**src/rtl/core/sm4_pkg.sv**
```systemverilog
// Shared types, constants and round functions for the SM4 encryption core.
// No dependencies; used by sm4_block_cipher_core.
package sm4_pkg;

   localparam int NUM_ROUNDS_DEF = 32;
   localparam int CSR_INDEX_W    = 1;

   localparam logic [CSR_INDEX_W-1:0] CSR_KEY_UPPER = 1'b0;
   localparam logic [CSR_INDEX_W-1:0] CSR_KEY_LOWER = 1'b1;

   localparam logic [31:0] FK0 = 32'ha3b1bac6;
   localparam logic [31:0] FK1 = 32'h56aa3350;
   localparam logic [31:0] FK2 = 32'h677d9197;
   localparam logic [31:0] FK3 = 32'hb27022dc;

   typedef struct packed {
      logic [63:0] block_upper;
      logic [63:0] block_lower;
   } req_data_type;

   typedef struct packed {
      logic [63:0] cipher_upper;
      logic [63:0] cipher_lower;
   } rsp_data_type;

   localparam logic [7:0] SBOX_TABLE [0:255] = '{
      8'hd6,8'h90,8'he9,8'hfe,8'hcc,8'he1,8'h3d,8'hb7,8'h16,8'hb6,8'h14,8'hc2,8'h28,8'hfb,8'h2c,8'h05,
      8'h2b,8'h67,8'h9a,8'h76,8'h2a,8'hbe,8'h04,8'hc3,8'haa,8'h44,8'h13,8'h26,8'h49,8'h86,8'h06,8'h99,
      8'h9c,8'h42,8'h50,8'hf4,8'h91,8'hef,8'h98,8'h7a,8'h33,8'h54,8'h0b,8'h43,8'hed,8'hcf,8'hac,8'h62,
      8'he4,8'hb3,8'h1c,8'ha9,8'hc9,8'h08,8'he8,8'h95,8'h80,8'hdf,8'h94,8'hfa,8'h75,8'h8f,8'h3f,8'ha6,
      8'h47,8'h07,8'ha7,8'hfc,8'hf3,8'h73,8'h17,8'hba,8'h83,8'h59,8'h3c,8'h19,8'he6,8'h85,8'h4f,8'ha8,
      8'h68,8'h6b,8'h81,8'hb2,8'h71,8'h64,8'hda,8'h8b,8'hf8,8'heb,8'h0f,8'h4b,8'h70,8'h56,8'h9d,8'h35,
      8'h1e,8'h24,8'h0e,8'h5e,8'h63,8'h58,8'hd1,8'ha2,8'h25,8'h22,8'h7c,8'h3b,8'h01,8'h21,8'h78,8'h87,
      8'hd4,8'h00,8'h46,8'h57,8'h9f,8'hd3,8'h27,8'h52,8'h4c,8'h36,8'h02,8'he7,8'ha0,8'hc4,8'hc8,8'h9e,
      8'hea,8'hbf,8'h8a,8'hd2,8'h40,8'hc7,8'h38,8'hb5,8'ha3,8'hf7,8'hf2,8'hce,8'hf9,8'h61,8'h15,8'ha1,
      8'he0,8'hae,8'h5d,8'ha4,8'h9b,8'h34,8'h1a,8'h55,8'had,8'h93,8'h32,8'h30,8'hf5,8'h8c,8'hb1,8'he3,
      8'h1d,8'hf6,8'he2,8'h2e,8'h82,8'h66,8'hca,8'h60,8'hc0,8'h29,8'h23,8'hab,8'h0d,8'h53,8'h4e,8'h6f,
      8'hd5,8'hdb,8'h37,8'h45,8'hde,8'hfd,8'h8e,8'h2f,8'h03,8'hff,8'h6a,8'h72,8'h6d,8'h6c,8'h5b,8'h51,
      8'h8d,8'h1b,8'haf,8'h92,8'hbb,8'hdd,8'hbc,8'h7f,8'h11,8'hd9,8'h5c,8'h41,8'h1f,8'h10,8'h5a,8'hd8,
      8'h0a,8'hc1,8'h31,8'h88,8'ha5,8'hcd,8'h7b,8'hbd,8'h2d,8'h74,8'hd0,8'h12,8'hb8,8'he5,8'hb4,8'hb0,
      8'h89,8'h69,8'h97,8'h4a,8'h0c,8'h96,8'h77,8'h7e,8'h65,8'hb9,8'hf1,8'h09,8'hc5,8'h6e,8'hc6,8'h84,
      8'h18,8'hf0,8'h7d,8'hec,8'h3a,8'hdc,8'h4d,8'h20,8'h79,8'hee,8'h5f,8'h3e,8'hd7,8'hcb,8'h39,8'h48
   };

   function automatic logic [31:0] sub_word(input logic [31:0] v);
      sub_word = {SBOX_TABLE[v[31:24]], SBOX_TABLE[v[23:16]],
                  SBOX_TABLE[v[15:8]], SBOX_TABLE[v[7:0]]};
   endfunction

   // S-box layer followed by L (data rounds) or L' (key schedule)
   function automatic logic [31:0] t_mix(input logic [31:0] v, input logic key_mode);
      logic [31:0] b;
      logic [31:0] l_data;
      logic [31:0] l_key;
      b      = sub_word(v);
      l_data = b ^ {b[29:0], b[31:30]} ^ {b[21:0], b[31:22]}
                 ^ {b[13:0], b[31:14]} ^ {b[7:0], b[31:8]};
      l_key  = b ^ {b[18:0], b[31:19]} ^ {b[8:0], b[31:9]};
      t_mix  = key_mode ? l_key : l_data;
   endfunction

   // CK byte j of word i is (4*i + j) * 7 mod 256
   function automatic logic [31:0] ck_word(input logic [7:0] idx);
      logic [7:0] base;
      base    = {idx[5:0], 2'b00};
      ck_word = {8'(base * 8'd7), 8'((base + 8'd1) * 8'd7),
                 8'((base + 8'd2) * 8'd7), 8'((base + 8'd3) * 8'd7)};
   endfunction

endpackage

```
**src/rtl/core/sm4_block_cipher_core.sv**
```systemverilog
// SM4 128-bit encryption core: key registers, key schedule, round-key store, round engine.
// Depends on sm4_pkg.
// One round per cycle through a single shared S-box/linear-transform unit; the result then
//   passes through ST_OUTPUT into the output register, waiting there while rsp_stall holds it.
// A new transaction is taken only after the last one leaves ST_OUTPUT; req_stall stays high while a block is in work.
// Reset: synchronous; clears both key registers and runs the key schedule,
//   req_stall high meanwhile. Every key write reruns the same schedule.
module sm4_block_cipher_core #(
   parameter int NUM_ROUNDS = sm4_pkg::NUM_ROUNDS_DEF
) (
   input  logic                              clock,
   input  logic                              reset,
   input  logic                              req_valid,
   output logic                              req_stall,
   input  sm4_pkg::req_data_type             req_data,
   output logic                              rsp_valid,
   input  logic                              rsp_stall,
   output sm4_pkg::rsp_data_type             rsp_data,
   input  logic                              csr_write_en,
   input  logic [sm4_pkg::CSR_INDEX_W-1:0]   csr_index,
   input  logic [63:0]                       csr_wdata
);

   localparam int RND_W = $clog2(NUM_ROUNDS);
   localparam logic [RND_W-1:0] LAST_RND = RND_W'(NUM_ROUNDS - 1);

   typedef enum logic [1:0] {
      ST_IDLE,
      ST_KEY,
      ST_ROUND,
      ST_OUTPUT
   } state_type;

   state_type             state_ff, state_in;
   logic [RND_W-1:0]      cnt_ff, cnt_in;
   logic                  pend_ff, pend_in;
   logic [63:0]           key_upper_ff, key_upper_in;
   logic [63:0]           key_lower_ff, key_lower_in;
   logic [31:0]           word_ff [4];
   logic [31:0]           word_in [4];
   logic                  rsp_valid_ff, rsp_valid_in;
   sm4_pkg::rsp_data_type rsp_data_ff, rsp_data_in;
   logic [31:0]           rk_ff [NUM_ROUNDS];
   logic                  rk_we;

   logic                  csr_hit;
   logic                  req_accept;
   logic                  rsp_free;
   logic [31:0]           addend;
   logic [31:0]           unit_out;

   assign req_stall  = (state_ff != ST_IDLE) || pend_ff;
   assign req_accept = req_valid && !req_stall;
   assign rsp_free   = !rsp_valid_ff || !rsp_stall;
   assign rsp_valid  = rsp_valid_ff;
   assign rsp_data   = rsp_data_ff;

   assign addend   = (state_ff == ST_KEY) ? sm4_pkg::ck_word(8'(cnt_ff)) : rk_ff[cnt_ff];
   assign unit_out = word_ff[0] ^ sm4_pkg::t_mix(word_ff[1] ^ word_ff[2] ^ word_ff[3] ^ addend,
                                                 state_ff == ST_KEY);

   always_comb begin
      key_upper_in = key_upper_ff;
      key_lower_in = key_lower_ff;
      csr_hit      = 1'b0;
      if (csr_write_en) begin
         case (csr_index)
            sm4_pkg::CSR_KEY_UPPER: begin
               key_upper_in = csr_wdata;
               csr_hit      = 1'b1;
            end
            sm4_pkg::CSR_KEY_LOWER: begin
               key_lower_in = csr_wdata;
               csr_hit      = 1'b1;
            end
            default: ;
         endcase
      end
   end

   always_comb begin
      state_in     = state_ff;
      cnt_in       = cnt_ff;
      pend_in      = pend_ff || csr_hit;
      word_in      = word_ff;
      rk_we        = 1'b0;
      rsp_valid_in = rsp_valid_ff && rsp_stall;
      rsp_data_in  = rsp_data_ff;
      case (state_ff)
         ST_IDLE, ST_KEY: begin
            if (pend_ff) begin
               word_in[0] = key_upper_ff[63:32] ^ sm4_pkg::FK0;
               word_in[1] = key_upper_ff[31:0]  ^ sm4_pkg::FK1;
               word_in[2] = key_lower_ff[63:32] ^ sm4_pkg::FK2;
               word_in[3] = key_lower_ff[31:0]  ^ sm4_pkg::FK3;
               cnt_in     = '0;
               pend_in    = csr_hit;
               state_in   = ST_KEY;
            end else if (state_ff == ST_KEY) begin
               word_in[0] = word_ff[1];
               word_in[1] = word_ff[2];
               word_in[2] = word_ff[3];
               word_in[3] = unit_out;
               rk_we      = 1'b1;
               cnt_in     = RND_W'(cnt_ff + 1'b1);
               if (cnt_ff == LAST_RND) begin
                  state_in = ST_IDLE;
               end
            end else if (req_accept) begin
               word_in[0] = req_data.block_upper[63:32];
               word_in[1] = req_data.block_upper[31:0];
               word_in[2] = req_data.block_lower[63:32];
               word_in[3] = req_data.block_lower[31:0];
               cnt_in     = '0;
               state_in   = ST_ROUND;
            end
         end
         ST_ROUND: begin
            word_in[0] = word_ff[1];
            word_in[1] = word_ff[2];
            word_in[2] = word_ff[3];
            word_in[3] = unit_out;
            cnt_in     = RND_W'(cnt_ff + 1'b1);
            if (cnt_ff == LAST_RND) begin
               state_in = ST_OUTPUT;
            end
         end
         ST_OUTPUT: begin
            if (rsp_free) begin
               rsp_valid_in             = 1'b1;
               rsp_data_in.cipher_upper = {word_ff[3], word_ff[2]};
               rsp_data_in.cipher_lower = {word_ff[1], word_ff[0]};
               state_in                 = ST_IDLE;
            end
         end
         default: begin
            state_in = ST_IDLE;
         end
      endcase
   end

   always_ff @(posedge clock) begin
      if (reset) begin
         state_ff     <= ST_IDLE;
         cnt_ff       <= '0;
         pend_ff      <= 1'b1;
         key_upper_ff <= '0;
         key_lower_ff <= '0;
         rsp_valid_ff <= 1'b0;
      end else begin
         state_ff     <= state_in;
         cnt_ff       <= cnt_in;
         pend_ff      <= pend_in;
         key_upper_ff <= key_upper_in;
         key_lower_ff <= key_lower_in;
         rsp_valid_ff <= rsp_valid_in;
      end
      word_ff     <= word_in;
      rsp_data_ff <= rsp_data_in;
   end

   always_ff @(posedge clock) begin
      if (rk_we) begin
         rk_ff[cnt_ff] <= unit_out;
      end
   end

   a_accept_starts_rounds: assert property (@(posedge clock) disable iff (reset)
      req_accept |=> (state_ff == ST_ROUND) && (cnt_ff == '0))
      else $error("accepted transaction did not start at round zero");

   a_round_advance: assert property (@(posedge clock) disable iff (reset)
      (state_ff == ST_ROUND) && (cnt_ff != LAST_RND)
      |=> (state_ff == ST_ROUND) && (cnt_ff == RND_W'($past(cnt_ff) + 1'b1)))
      else $error("round counter did not advance");

   a_schedule_done: assert property (@(posedge clock) disable iff (reset)
      (state_ff == ST_KEY) && !pend_ff && (cnt_ff == LAST_RND) && !csr_hit
      |=> (state_ff == ST_IDLE) && !pend_ff)
      else $error("key schedule did not finish after the last round key");

   a_rsp_from_output: assert property (@(posedge clock) disable iff (reset)
      $rose(rsp_valid_ff) |-> $past(state_ff == ST_OUTPUT))
      else $error("result raised outside the output state");

endmodule

```
**config.mk**
```make
export PLATFORM = sky130hd
export DESIGN_NAME = sm4_block_cipher_core
export DESIGN_NICKNAME = d
export VERILOG_FILES = /design/src/rtl/core/sm4_pkg.sv /design/src/rtl/core/sm4_block_cipher_core.sv
export SDC_FILE = /design/constraint.sdc
export NUM_CORES = 2
export LEC_CHECK = 0
export BUFFER_PORTS_ARGS = -buffer_cell sky130_fd_sc_hd__buf_2
export CAP_MARGIN = 20
export CELL_PAD_IN_SITES_DETAIL_PLACEMENT = 1
export CELL_PAD_IN_SITES_GLOBAL_PLACEMENT = 2
export CORE_MARGIN = 8
export CORE_UTILIZATION = 47
export CTS_CLUSTER_SIZE = 12
export DETAILED_ROUTE_END_ITERATION = 8
export PLACE_DENSITY_LB_ADDON = 0.1
export SLEW_MARGIN = 5
export SYNTH_ARGS = -nofsm -noshare
export SYNTH_HDL_FRONTEND = slang
export SYNTH_SLANG_ARGS = --single-unit
export TNS_END_PERCENT = 20
```
**constraint.sdc**
```tcl
create_clock -name clock -period 12.53 [get_ports clock]
set_input_delay 1.253 -clock clock [delete_from_list [all_inputs] [get_ports clock]]
set_output_delay 1.253 -clock clock [all_outputs]
set_load 0.02 [all_outputs]
```
==> results.ini <==
[placement]
placed_area_um2 = 78900
dp_hpwl_um = 200000
io_buffers = 327
dpl_worst_slack_ns = 3.53
routabilityCongestion = 0.984

[timing]
min_period_ns = 9.11
fin_skew_ns = 0.0644
tightest_slew_ns = 1.20
setup_viol = 0
setup_ws_ns = 3.42
finalCritPeriodShare_pct = 72.7
max_slew_margin_pct = 19.2
finalHoldViolCount = 0
final_max_slew_viol_count = 0
finalSetupTns_ns = 0
rsz0062_at_grt = no
clock.fmax_mhz = 110

[cts]
cts.path.max_buffers = 3
post_cts_buffers = 0
ctsHtreeMaxLevel = 4
postCtsHoldBufs = 0
cts_tree = done
clockRootBuffer = clkbuf_16
cts_resized = 0
cts_buffers = 152
clk_latency_ns = 0.83
clk_pin_slew_ns = 0.06
cts.sinks = 1422

[global_routing]
grt_pass1_wl_um = 445000
grt_pass1_vias = 58800
track_usage_pct = 35.0
grt_antenna_before_repair = 34
grt_start_max_net_pins = 99
grt.overflow.total = 0

[min_path]
min_path_type = flop to flop
min_from = key_lower_ff[1]$_SDFFE_PP0P_

[routing]
routedWlPerCell_um = 36.8
drtAntennaViolNets = 0
via_per_inst = 6.94
firstDrtPassIters = 6
vias = 59600
drc = 0
dr.first_iter.drc_count = 8155
wirelength_um = 316000

[critical_path]
path_max_fanout = 38
start_kind = flop
critPathCaptureType = flop
worstPathArrival_ns = 9.51
worst_ep_required_time_ns = 12.93
path_class = flop to flop

[synth]
syn_avg_cell_area_um2 = 12.1
ys_ff_latch = 1422
netlist_instances = 6217
ys.warnings.count = 0
ys_seq_area_share_pct = 55.0
synth.largest_area_cell = edfxtp_1
ys_async_sr_fraction_pct = 0
synth_area_um2 = 75100
synth-edff-count = 1280
syn_nets = 6474
synth_ff_type = edfxtp_1
synth_cell_types = 132
ys_top_cells_by_area = edfxtp_1 51%, mux4_2 5.3%, mux2i_1 4.9%
synth_top_area_share_pct = 51.2

[floorplan]
initial_core_util_pct = 47.4
row_count = 146
dieArea_um2 = 173000
die_w_um = 416
io_pins = 328
coreArea_um2 = 159000
fp.dieH_um = 416

[final_layout]
fin_util_pct = 52.7
n_fill_cell = 16200
ff_latch_area_um2 = 41300
fin_nets = 6642
final_area_um2 = 83600
syn2layout_area_growth_pct = 11.3
layout_commonest_cell = edfxtp_1
layout-drive-gt1-share_pct = 17.8
multiInputGateArea_um2 = 31500
final_cell_mix = 1,280 x edfxtp_1, 615 x nand2_1, 539 x a21oi_1, 370 x mux2i_1, 367 x nor2_1

[status]
status = finished clean

[flow_run]
cap_violations = 0

## synthesized netlist by cell type, types with 19 or more instances
library cell / n
and2_1: 20
o221ai_1: 36
clkbuf_1: 181
o311ai_0: 20
ha_1: 51
o21ai_1: 30
mux2i_1: 370
a22oi_1: 167
buf_2: 171
mux4_2: 177
inv_1: 39
xor2_1: 96
nand2_1: 620
a21oi_1: 540
edfxtp_1: 1280
nand2b_1: 21
buf_1: 50
o22ai_1: 77
dfxtp_1: 142
o211ai_1: 83
o22a_1: 27
xnor2_1: 136
a211oi_1: 101
buf_6: 36
a21o_1: 19
o21ai_0: 301
a221oi_1: 54
a311oi_1: 34
o2111ai_1: 22
buf_4: 74
nor2b_1: 20
nand3_1: 81
a32oi_1: 21
o31ai_1: 40
nand4_1: 23
nor2_1: 406
a221o_1: 20
a31oi_1: 63
nor3_1: 112
## state kept, by name (all words and copies together), names as in the netlist, named ones only
signal        count
key_lower_ff     64
word_ff         128
state_ff          2
cnt_ff            5
key_upper_ff     64
pend_ff           1
rsp_valid         1
rk_ff          1024
rsp_data        128
## critical path, cell delays in order, from the launching register on
cell and delay (ns):
dfxtp_4 0.93, buf_4 0.57, and2_1 0.81, a22oi_1 0.16, a31oi_1 0.20, o21ai_0 0.28
and4_1 0.30, nor2_4 0.10, inv_2 0.21, buf_4 0.33, ha_1 0.51, nor3_1 0.44
a211oi_1 0.11, a2111oi_0 0.84, a22oi_1 0.22, o221ai_2 0.83, xnor3_1 0.51, or3_1 0.33
nand4_1 0.10, a211o_1 0.36, inv_1 0.47
## stage by stage
step / hold slack (ns) / std cells
floorplan: 0.433 / 6217
global placement: 0.442 / 8292
detailed placement: 0.448 / 8296
CTS: 0.455 / 8549
global route: 0.463 / 8577
finish: 0.454 / 8585
## kinds of logic after synthesis
kind of cell	Yosys count	synth area share (%)
AND/OR/NAND/NOR	1417	8.26
flip-flops	1422	55.0
buffers and inverters	581	4.14
XOR/XNOR	277	3.85
multiplexers	572	10.7
adder cells (fa/ha/maj)	61	1.09
AO/OA/AOI/OAI	1887	17.0
## per-layer routing
layer | vias to the layer above | track usage [%] | part of all wire, %
li1 | 24500 | - | -
met3 | 725 | 6.68 | 9.2
met2 | 3693 | 55.4 | 46
met5 | - | 0 | 0.0022
met1 | 30600 | 47.0 | 39
met4 | 2 | 15.7 | 5.0
## layout make-up
cell class | count | share of cell area [%]
inverter | 56 | 0.259
tap | 2072 | 3.10
timing repair buffer | 539 | 3.99
antenna | 29 | 0.0868
multi-input combinational | 4214 | 37.7
clock inverter | 62 | 0.738
clock buffer | 191 | 4.76
sequential | 1422 | 49.4
## final timing paths
path / endpoint / slack [ns] / cells after the start
setup / recovery: rk_ff[15][15]$_DFFE_PP_ / 3.42 / 20
hold / removal: key_lower_ff[1]$_SDFFE_PP0P_ / 0.45 / 2
hold reg to reg: key_lower_ff[1]$_SDFFE_PP0P_ / 0.45 / 2
setup reg to reg: rk_ff[15][15]$_DFFE_PP_ / 3.42 / 20
Power is left out: the tool's default activity adds up to more than one toggle a clock period on the data nets, which glitch-free logic cannot reach.
